$ cat src/rtl/core/gic_pkg.sv
package gic_pkg;

    localparam logic [2:0] OP_LINE    = 3'd0;
    localparam logic [2:0] OP_ENABLE  = 3'd1;
    localparam logic [2:0] OP_DISABLE = 3'd2;
    localparam logic [2:0] OP_RESOLVE = 3'd3;
    localparam logic [2:0] OP_CLEAR   = 3'd4;

    localparam logic [1:0] POL_EMPTY  = 2'd0;
    localparam logic [1:0] POL_ASIS   = 2'd1;
    localparam logic [1:0] POL_INVERT = 2'd2;

    typedef enum logic [2:0] {
        S_IDLE,
        S_UPDATE,
        S_MERGE,
        S_SCAN,
        S_DRAIN,
        S_OUT
    } t_state;

    typedef struct packed {
        logic start;
        logic step;
        logic resolve;
    } t_scan_ctl;

    // index of the highest set bit, binary search
    function automatic logic [4:0] f_top_bit(input logic [31:0] v);
        logic [4:0]  b;
        logic [31:0] x;
        b = 5'd0;
        x = v;
        if (x[31:16] != 16'd0) begin
            b[4] = 1'b1;
            x    = {16'd0, x[31:16]};
        end
        if (x[15:8] != 8'd0) begin
            b[3] = 1'b1;
            x    = {8'd0, x[31:8]};
        end
        if (x[7:4] != 4'd0) begin
            b[2] = 1'b1;
            x    = {4'd0, x[31:4]};
        end
        if (x[3:2] != 2'd0) begin
            b[1] = 1'b1;
            x    = {2'd0, x[31:2]};
        end
        if (x[1]) begin
            b[0] = 1'b1;
        end
        return b;
    endfunction

endpackage

$ cat src/rtl/core/gic_ram.sv
module gic_ram #(
    parameter int WIDTH = 32,
    parameter int DEPTH = 45
) (
    input  logic                                   i_clk,
    input  logic                                   i_we,
    input  logic [(DEPTH > 1 ? $clog2(DEPTH) : 1)-1:0] i_waddr,
    input  logic [WIDTH-1:0]                       i_wdata,
    input  logic [(DEPTH > 1 ? $clog2(DEPTH) : 1)-1:0] i_raddr,
    output logic [WIDTH-1:0]                       o_rdata
);
    logic [WIDTH-1:0] r_mem [DEPTH];
    logic [WIDTH-1:0] r_rdata;

    always_ff @(posedge i_clk) begin
        if (i_we) begin
            r_mem[i_waddr] <= i_wdata;
        end
        r_rdata <= r_mem[i_raddr];
    end

    assign o_rdata = r_rdata;
endmodule

$ cat src/rtl/core/gic_scan.sv
module gic_scan #(
    parameter int LINE_WORDS  = 3,
    parameter int GROUP_COUNT = 15
) (
    input  logic                                             i_clk,
    input  logic                                             i_rst_n,
    input  gic_pkg::t_scan_ctl                               i_ctl,
    input  logic [(GROUP_COUNT > 1 ? $clog2(GROUP_COUNT) : 1)-1:0] i_group,
    input  logic [(LINE_WORDS > 1 ? $clog2(LINE_WORDS) : 1)-1:0]   i_word,
    input  logic [31:0]                                      i_status,
    output logic                                             o_found,
    output logic [3:0]                                       o_group,
    output logic [6:0]                                       o_irq,
    output logic [14:0]                                      o_gmask
);
    import gic_pkg::*;

    localparam int GW = (GROUP_COUNT > 1) ? $clog2(GROUP_COUNT) : 1;

    logic                   r_found, n_found;
    logic [GW-1:0]          r_group, n_group;
    logic [6:0]             r_irq, n_irq;
    logic [GROUP_COUNT-1:0] r_gmask, n_gmask;
    logic                   hit;

    assign hit = i_ctl.step && (i_status != 32'd0);

    always_comb begin
        n_found = r_found;
        n_group = r_group;
        n_irq   = r_irq;
        n_gmask = r_gmask;
        if (i_ctl.start) begin
            n_found = 1'b0;
            n_group = '0;
            n_irq   = 7'd0;
            n_gmask = '0;
        end else if (hit) begin
            n_gmask[i_group] = 1'b1;
            if (i_ctl.resolve && !r_found) begin
                n_found = 1'b1;
                n_group = i_group;
                n_irq   = 7'({i_word, f_top_bit(i_status)});
            end
        end
    end

    always_ff @(posedge i_clk) begin
        if (!i_rst_n) begin
            r_found <= 1'b0;
            r_group <= '0;
            r_irq   <= 7'd0;
            r_gmask <= '0;
        end else begin
            r_found <= n_found;
            r_group <= n_group;
            r_irq   <= n_irq;
            r_gmask <= n_gmask;
        end
    end

    assign o_found = r_found;
    assign o_group = 4'(r_group);
    assign o_irq   = r_irq;
    assign o_gmask = 15'(r_gmask);
endmodule

$ cat src/rtl/core/grouped_interrupt_controller.sv
// An accepted enable passes through the S_MERGE state (read-modify-write of the group
// membership RAM) between S_UPDATE and S_SCAN.
// Throughput: one item at a time; the status scan reads one membership word per
// cycle from a single RAM port, so the scan length sets the rate. Synchronous active-low
// reset clears all enables, polarities, wake bits, raw lines and group membership.
module grouped_interrupt_controller #(
    parameter int LINE_WORDS  = 3,
    parameter int GROUP_COUNT = 15
) (
    input  logic        i_clk,
    input  logic        i_rst_n,
    input  logic        s_axis_tvalid,
    output logic        s_axis_tready,
    // irq_index, polarity_code, group_select, line_word_index, line_value
    input  logic [47:0] s_axis_tdata,
    // opcode
    input  logic [2:0]  s_axis_tuser,
    output logic        m_axis_tvalid,
    input  logic        m_axis_tready,
    // status_code, found, served_group, served_irq, group_pending_mask, wake_request
    output logic [31:0] m_axis_tdata
);
    import gic_pkg::*;

    localparam int WW    = (LINE_WORDS > 1) ? $clog2(LINE_WORDS) : 1;
    localparam int GW    = (GROUP_COUNT > 1) ? $clog2(GROUP_COUNT) : 1;
    localparam int DEPTH = GROUP_COUNT * LINE_WORDS;
    localparam int AW    = (DEPTH > 1) ? $clog2(DEPTH) : 1;

    t_state r_state, n_state;

    logic [2:0]  r_op;
    logic [6:0]  r_irq;
    logic [1:0]  r_pol_code;
    logic [3:0]  r_grp;
    logic [1:0]  r_lw;
    logic [31:0] r_value;

    logic [31:0] r_en   [LINE_WORDS];
    logic [31:0] r_pol  [LINE_WORDS];
    logic [31:0] r_wake [LINE_WORDS];
    logic [31:0] r_raw  [LINE_WORDS];
    logic [31:0] n_en   [LINE_WORDS];
    logic [31:0] n_pol  [LINE_WORDS];
    logic [31:0] n_wake [LINE_WORDS];
    logic [31:0] n_raw  [LINE_WORDS];

    logic [DEPTH-1:0] r_valid, n_valid;

    logic [GW-1:0] r_g, n_g, r_gd;
    logic [WW-1:0] r_w, n_w, r_wd;
    logic [AW-1:0] r_addr, n_addr;
    logic          r_step_d, r_rd_valid, r_status;

    logic          irq_ok, grp_ok, en_ok, scan_last, ram_we;
    logic [1:0]    iw;
    logic [31:0]   bit_mask, mem_word, stat_word;
    logic [AW-1:0] tgt, rd_addr;
    logic [31:0]   ram_q;
    logic          wake;
    t_scan_ctl     scan_ctl;
    logic          sc_found;
    logic [3:0]    sc_group;
    logic [6:0]    sc_irq;
    logic [14:0]   sc_gmask;

    assign iw       = r_irq[6:5];
    assign bit_mask = 32'd1 << r_irq[4:0];
    assign irq_ok   = 32'(r_irq) < LINE_WORDS * 32;
    assign grp_ok   = 32'(r_grp) < GROUP_COUNT;
    assign en_ok    = (r_op == OP_ENABLE) && (r_pol_code != POL_EMPTY) && irq_ok && grp_ok;
    assign tgt      = AW'(32'(r_grp) * LINE_WORDS + 32'(iw));
    assign scan_last = (r_g == GW'(GROUP_COUNT - 1)) && (r_w == WW'(LINE_WORDS - 1));

    always_comb begin
        n_state = r_state;
        case (r_state)
            S_IDLE:   if (s_axis_tvalid) n_state = S_UPDATE;
            S_UPDATE: n_state = en_ok ? S_MERGE : S_SCAN;
            S_MERGE:  n_state = S_SCAN;
            S_SCAN:   if (scan_last) n_state = S_DRAIN;
            S_DRAIN:  n_state = S_OUT;
            S_OUT:    if (m_axis_tready) n_state = S_IDLE;
            default:  n_state = S_IDLE;
        endcase
    end

    always_comb begin
        s_axis_tready    = 1'b0;
        m_axis_tvalid    = 1'b0;
        ram_we           = 1'b0;
        rd_addr          = tgt;
        scan_ctl.start   = 1'b0;
        scan_ctl.step    = r_step_d;
        scan_ctl.resolve = (r_op == OP_RESOLVE);
        case (r_state)
            S_IDLE:   s_axis_tready = 1'b1;
            S_UPDATE: scan_ctl.start = 1'b1;
            S_MERGE:  ram_we = 1'b1;
            S_SCAN:   rd_addr = r_addr;
            S_OUT:    m_axis_tvalid = 1'b1;
            default: ;
        endcase
    end

    assign mem_word  = r_rd_valid ? ram_q : 32'd0;
    assign stat_word = (r_raw[r_wd] ^ r_pol[r_wd]) & r_en[r_wd] & mem_word;

    always_comb begin
        n_en    = r_en;
        n_pol   = r_pol;
        n_wake  = r_wake;
        n_raw   = r_raw;
        n_valid = r_valid;
        if (r_state == S_UPDATE) begin
            case (r_op)
                OP_LINE: begin
                    for (int w = 0; w < LINE_WORDS; w++) begin
                        if (32'(r_lw) == w) n_raw[w] = r_value;
                    end
                end
                OP_ENABLE: begin
                    for (int w = 0; w < LINE_WORDS; w++) begin
                        if (en_ok && 32'(iw) == w) begin
                            n_en[w]   = r_en[w] | bit_mask;
                            n_wake[w] = r_wake[w] | bit_mask;
                            if (r_pol_code == POL_ASIS) begin
                                n_pol[w] = r_pol[w] & ~bit_mask;
                            end else if (r_pol_code == POL_INVERT) begin
                                n_pol[w] = r_pol[w] | bit_mask;
                            end
                        end
                    end
                end
                OP_DISABLE: begin
                    for (int w = 0; w < LINE_WORDS; w++) begin
                        if (irq_ok && 32'(iw) == w) n_en[w] = r_en[w] & ~bit_mask;
                    end
                end
                OP_CLEAR: begin
                    for (int w = 0; w < LINE_WORDS; w++) begin
                        n_en[w]   = 32'd0;
                        n_pol[w]  = 32'd0;
                        n_wake[w] = 32'd0;
                    end
                    n_valid = '0;
                end
                default: ;
            endcase
        end else if (r_state == S_MERGE) begin
            n_valid[tgt] = 1'b1;
        end
    end

    always_comb begin
        n_g    = r_g;
        n_w    = r_w;
        n_addr = r_addr;
        if (r_state == S_UPDATE) begin
            n_g    = '0;
            n_w    = '0;
            n_addr = '0;
        end else if (r_state == S_SCAN) begin
            n_addr = r_addr + AW'(1);
            if (r_w == WW'(LINE_WORDS - 1)) begin
                n_w = '0;
                n_g = r_g + GW'(1);
            end else begin
                n_w = r_w + WW'(1);
            end
        end
    end

    always_comb begin
        wake = 1'b0;
        for (int w = 0; w < LINE_WORDS; w++) begin
            if (((r_raw[w] ^ r_pol[w]) & r_wake[w]) != 32'd0) wake = 1'b1;
        end
    end

    always_ff @(posedge i_clk) begin
        if (!i_rst_n) begin
            r_state <= S_IDLE;
            r_valid <= '0;
            r_status <= 1'b0;
            r_step_d <= 1'b0;
            for (int w = 0; w < LINE_WORDS; w++) begin
                r_en[w]   <= 32'd0;
                r_pol[w]  <= 32'd0;
                r_wake[w] <= 32'd0;
                r_raw[w]  <= 32'd0;
            end
        end else begin
            r_state  <= n_state;
            r_valid  <= n_valid;
            r_step_d <= (r_state == S_SCAN);
            r_en     <= n_en;
            r_pol    <= n_pol;
            r_wake   <= n_wake;
            r_raw    <= n_raw;
            if (r_state == S_UPDATE) begin
                r_status <= (r_op == OP_ENABLE) && (r_pol_code == POL_EMPTY);
            end
        end
    end

    always_ff @(posedge i_clk) begin
        if (s_axis_tvalid && s_axis_tready) begin
            r_op       <= s_axis_tuser;
            r_irq      <= s_axis_tdata[6:0];
            r_pol_code <= s_axis_tdata[8:7];
            r_grp      <= s_axis_tdata[12:9];
            r_lw       <= s_axis_tdata[14:13];
            r_value    <= s_axis_tdata[46:15];
        end
        r_g        <= n_g;
        r_w        <= n_w;
        r_addr     <= n_addr;
        r_gd       <= r_g;
        r_wd       <= r_w;
        r_rd_valid <= r_valid[rd_addr];
    end

    gic_ram #(
        .WIDTH (32),
        .DEPTH (DEPTH)
    ) u_member_ram (
        .i_clk   (i_clk),
        .i_we    (ram_we),
        .i_waddr (tgt),
        .i_wdata (mem_word | bit_mask),
        .i_raddr (rd_addr),
        .o_rdata (ram_q)
    );

    gic_scan #(
        .LINE_WORDS  (LINE_WORDS),
        .GROUP_COUNT (GROUP_COUNT)
    ) u_scan (
        .i_clk    (i_clk),
        .i_rst_n  (i_rst_n),
        .i_ctl    (scan_ctl),
        .i_group  (r_gd),
        .i_word   (r_wd),
        .i_status (stat_word),
        .o_found  (sc_found),
        .o_group  (sc_group),
        .o_irq    (sc_irq),
        .o_gmask  (sc_gmask)
    );

    assign m_axis_tdata = {3'd0, wake, sc_gmask, sc_irq, sc_group, sc_found, r_status};
endmodule

$ cat config.mk
export PLATFORM = sky130hd
export DESIGN_NAME = grouped_interrupt_controller
export DESIGN_NICKNAME = d
export VERILOG_FILES = /design/src/rtl/core/gic_pkg.sv /design/src/rtl/core/gic_ram.sv /design/src/rtl/core/gic_scan.sv /design/src/rtl/core/grouped_interrupt_controller.sv
export SDC_FILE = /design/constraint.sdc
export NUM_CORES = 2
export LEC_CHECK = 0
export BUFFER_PORTS_ARGS = -buffer_cell sky130_fd_sc_hd__buf_2
export CAP_MARGIN = 20
export CORE_ASPECT_RATIO = 1.5
export CORE_MARGIN = 1
export CORE_UTILIZATION = 65
export DETAILED_ROUTE_END_ITERATION = 12
export MAX_ROUTING_LAYER = met4
export PLACE_DENSITY = 0.81
export RECOVER_POWER = 50
export SETUP_SLACK_MARGIN = 0.5
export SYNTH_ARGS = -nofsm -noshare
export SYNTH_HDL_FRONTEND = slang
export SYNTH_SLANG_ARGS = --single-unit
$ cat constraint.sdc
create_clock -name i_clk -period 10 [get_ports i_clk]
set_input_delay 0.5 -clock i_clk [delete_from_list [all_inputs] [get_ports i_clk]]
set_output_delay 0.5 -clock i_clk [all_outputs]
set_load 0.02 [all_outputs]
==> out/qor.csv <==
stage,metric,value,unit
critical_path,startpoint_type,flop,
routing,finalWirelength,241,mm
clock_network,numCtsBuffers,170,
power_and_ir_drop,power.density,312,nW/um^2
timing,finalSetupViolCount,0,
timing,worst_pin_slew,2.80,ns
critical_path,crit_arrival,6.99,ns
power_and_ir_drop,comb_power_share,0.377,
clock_network,clock_path_buffers,3,
finish,areaGrowthSynthToFinish,10.8,%
global_route,grt_start_max_net_pins,121,
power_and_ir_drop,power.leakage,0.0288,uW
power_and_ir_drop,intPower,17000,uW
logic_synthesis,synthCells,5369,
timing,rsz0062_at_grt,no,
timing,hold_viol,0,
place,routabilityCongestion,0.992,
global_route,grt_pass1_wl,342,mm
power_and_ir_drop,power,27200,uW
place,dp_slack,4.97,ns
routing,via_per_inst,7.14,
clock_network,cts_tree,yes,
floorplan,pin_count,89,
power_and_ir_drop,clock_power_share,0.252,
timing,drv_slew,1730,
logic_synthesis,yosysSeqAreaShare,0.698,
logic_synthesis,ys_seq_elements,2002,
global_route,antenna_found_initial,11,
logic_synthesis,synth-edff-count,1490,
critical_path,critPathRequiredTime,10.73,ns
clock_network,ctsHoldBuffers,50,
logic_synthesis,ys_warn_count,0,
finish,num-nets-final,5547,
place,io_buffers,84,
power_and_ir_drop,p_sw,10300,uW
clock_network,root_buffer,clkbuf_16,
timing,max_slew_margin,-0.870,
floorplan,die_w,286,um
clock_network,h-tree-depth,4,
timing,finalCritPeriodShare,0.626,
floorplan,num_rows,156,
timing,min_period,6.26,ns
finish,final_common_cell,edfxtp_1,
status,status,"complete, but fails checks",
logic_synthesis,syn_avg_cell_area,14.7,sq um
finish,final_area,87300,sq um
global_route,grt.overflow.total,0,
routing,drt_iter0_markers,7315,
routing,drc,0,
timing,max_freq,160,MHz
finish,drive_gt1_frac,0.155,
global_route,track_usage,0.404,
routing,ant_nets,0,
clock_network,insertion_delay,0.86,ns
timing,fin_worst_skew,0.0647,ns
logic_synthesis,synth_area,78800,sq um
routing,vias,51500,
critical_path,worstSetupPathType,reg -> reg,
logic_synthesis,ys_types,78,
timing,setup_ws,3.74,ns
floorplan,die-area,123000,sq um
power_and_ir_drop,vdd_drop_max,405,uV
floorplan,core_area,120000,sq um
finish,layout_common_cells,"edfxtp_1, nand2_1, dfxtp_1",
run,maxCapViolCount,40,
routing,wl_per_cell,33.4,um
clock_network,clk_pin_slew_worst_paths,0.06,ns
clock_network,post-cts-setup-buffers,0,
timing,final.setup.tns,0,ns
finish,instances_no_fill,7210,
floorplan,start_util,0.655,
critical_path,cp_max_fo,33,
floorplan,dieHeight,429,um
logic_synthesis,synth_ff_type,edfxtp_1,
power_and_ir_drop,p_sw_frac,0.377,
critical_path,end_kind,flop,
clock_network,cts-resized-gates,0,
global_route,grt_pass1_vias,50900,
status,violations,"max-capacitance violations, max-slew violations",
place,dp_hpwl,124,mm
logic_synthesis,async_flop_share,0,
power_and_ir_drop,power.sequential.fraction,0.371,
hold_path,hold_path_class,in -> reg,
routing,firstDrtPassIters,7,
place,placed_area,81400,sq um
place,dp_cells,6829,
clock_network,cts_sinks,2002,
-- worst max-delay path, cell delays in order, from the launching register on --
cell,delay (ns)
edfxtp_1,0.50
inv_1,0.18
nor3_1,0.44
nand2_1,0.22
nor3b_1,0.38
nor2_1,0.09
nor2_2,0.11
clkbuf_1,1.62
nand2_2,1.28
nor2_2,0.35
buf_4,0.64
nand3_1,0.17
a21boi_0,0.21
-- synthesized netlist by cell type (all sizes together), types with 4 or more instances --
cell type / instances / area [sq um]
a21boi: 291 / 2190
a2111oi: 4 / 47.6
nor3: 21 / 120
nand2b: 9 / 56.3
a31oi: 57 / 357
clkbuf: 219 / 822
and2: 13 / 81.3
a221oi: 4 / 35.0
ha: 14 / 175
or3: 5 / 31.3
dfxtp: 512 / 10200
o21a: 9 / 67.6
nand4: 14 / 109
nand2: 761 / 2860
a211oi: 8 / 70.1
nor4: 19 / 140
o21ai: 244 / 1220
nor2: 321 / 1210
a311oi: 33 / 289
nand3b: 8 / 60.1
or3b: 4 / 35.0
nor3b: 6 / 45.0
buf: 128 / 796
mux4: 361 / 8130
a21o: 6 / 45.0
or2: 4 / 25.0
mux2i: 13 / 143
a22oi: 40 / 300
and3: 35 / 219
edfxtp: 1490 / 44700
nand3: 265 / 1330
a21oi: 289 / 1460
or4: 4 / 30.0
inv: 15 / 58.8
a22o: 6 / 52.6
xor2: 96 / 841
nor2b: 7 / 43.8
-- through the flow --
stage / util / hold WS (ns)
after detailed placement: 0.676 / 0.382
after floorplan: - / 0.360
after CTS: 0.727 / 0.0450
final: 0.725 / 0.0917
after global placement: 0.676 / 0.379
after global routing: 0.725 / 0.0946
-- power groups by stage --
stage	Clock, uW	Combinational, uW	Sequential (uW)
2_1_floorplan	0	6550	10200
3_3_place_gp	0	9390	10200
3_5_place_dp	0	9700	10200
4_1_cts	6830	10100	10000
5_1_grt	7140	10600	10100
6_report	6850	10300	10100
-- per-layer routing --
| layer | track usage | share of wire | up-vias |
|---|---|---|---|
| met5 | - | 0 | - |
| met4 | 0.308 | 0.090 | 0 |
| met3 | 0.0847 | 0.11 | 1240 |
| met2 | 0.636 | 0.49 | 4588 |
| met1 | 0.451 | 0.31 | 25100 |
| li1 | - | - | 20500 |
-- layout make-up --
type,instances,area (sq um)
Inverter,15,58.8
Multi-Input combinational cell,3007,22700
Tap cell,1580,1980
Clock buffer,233,4790
Antenna cell,12,30.0
Clock inverter,81,852
Fill cell,7005,33100
Sequential cell,2002,55000
Timing Repair Buffer,280,1920
-- cell families (layout without fill, tap and decap cells) --
family,after synthesis,count (layout),synth area share
compound gates,1015,1015,0.0808
xor+xnor,99,99,0.0110
fa+ha+maj,16,16,0.00273
buf+inv,362,609,0.0213
flops,2002,2002,0.698
mux,376,376,0.105
other cells,1,15,0.0000476
simple gates,1498,1498,0.0813
-- flip-flops by register name (all words and copies together) (netlist names), 6 cells and up --
register              cells
r_irq                     7
u_scan.o_irq              7
u_member_ram.r_mem     1440
r_value                  32
r_wake                   96
r_valid                  45
r_pol                    96
u_scan.o_gmask           15
u_member_ram.o_rdata     32
r_raw                    96
r_en                     96
r_addr                    6
-- path summary, 6_finish.rpt --
check                              startpoint         end  slack [ns]  cells past startpoint
worst max-delay path                  r_op[0]   r_pol[59]        3.74                     12
worst min-delay path            m_axis_tready  r_state[2]        0.09                      3
worst max register to register        r_op[0]   r_pol[59]        3.74                     12
worst min register to register         r_g[0]     r_gd[0]        0.39                      0
No activity file was read; power rests on OpenSTA's default activity.
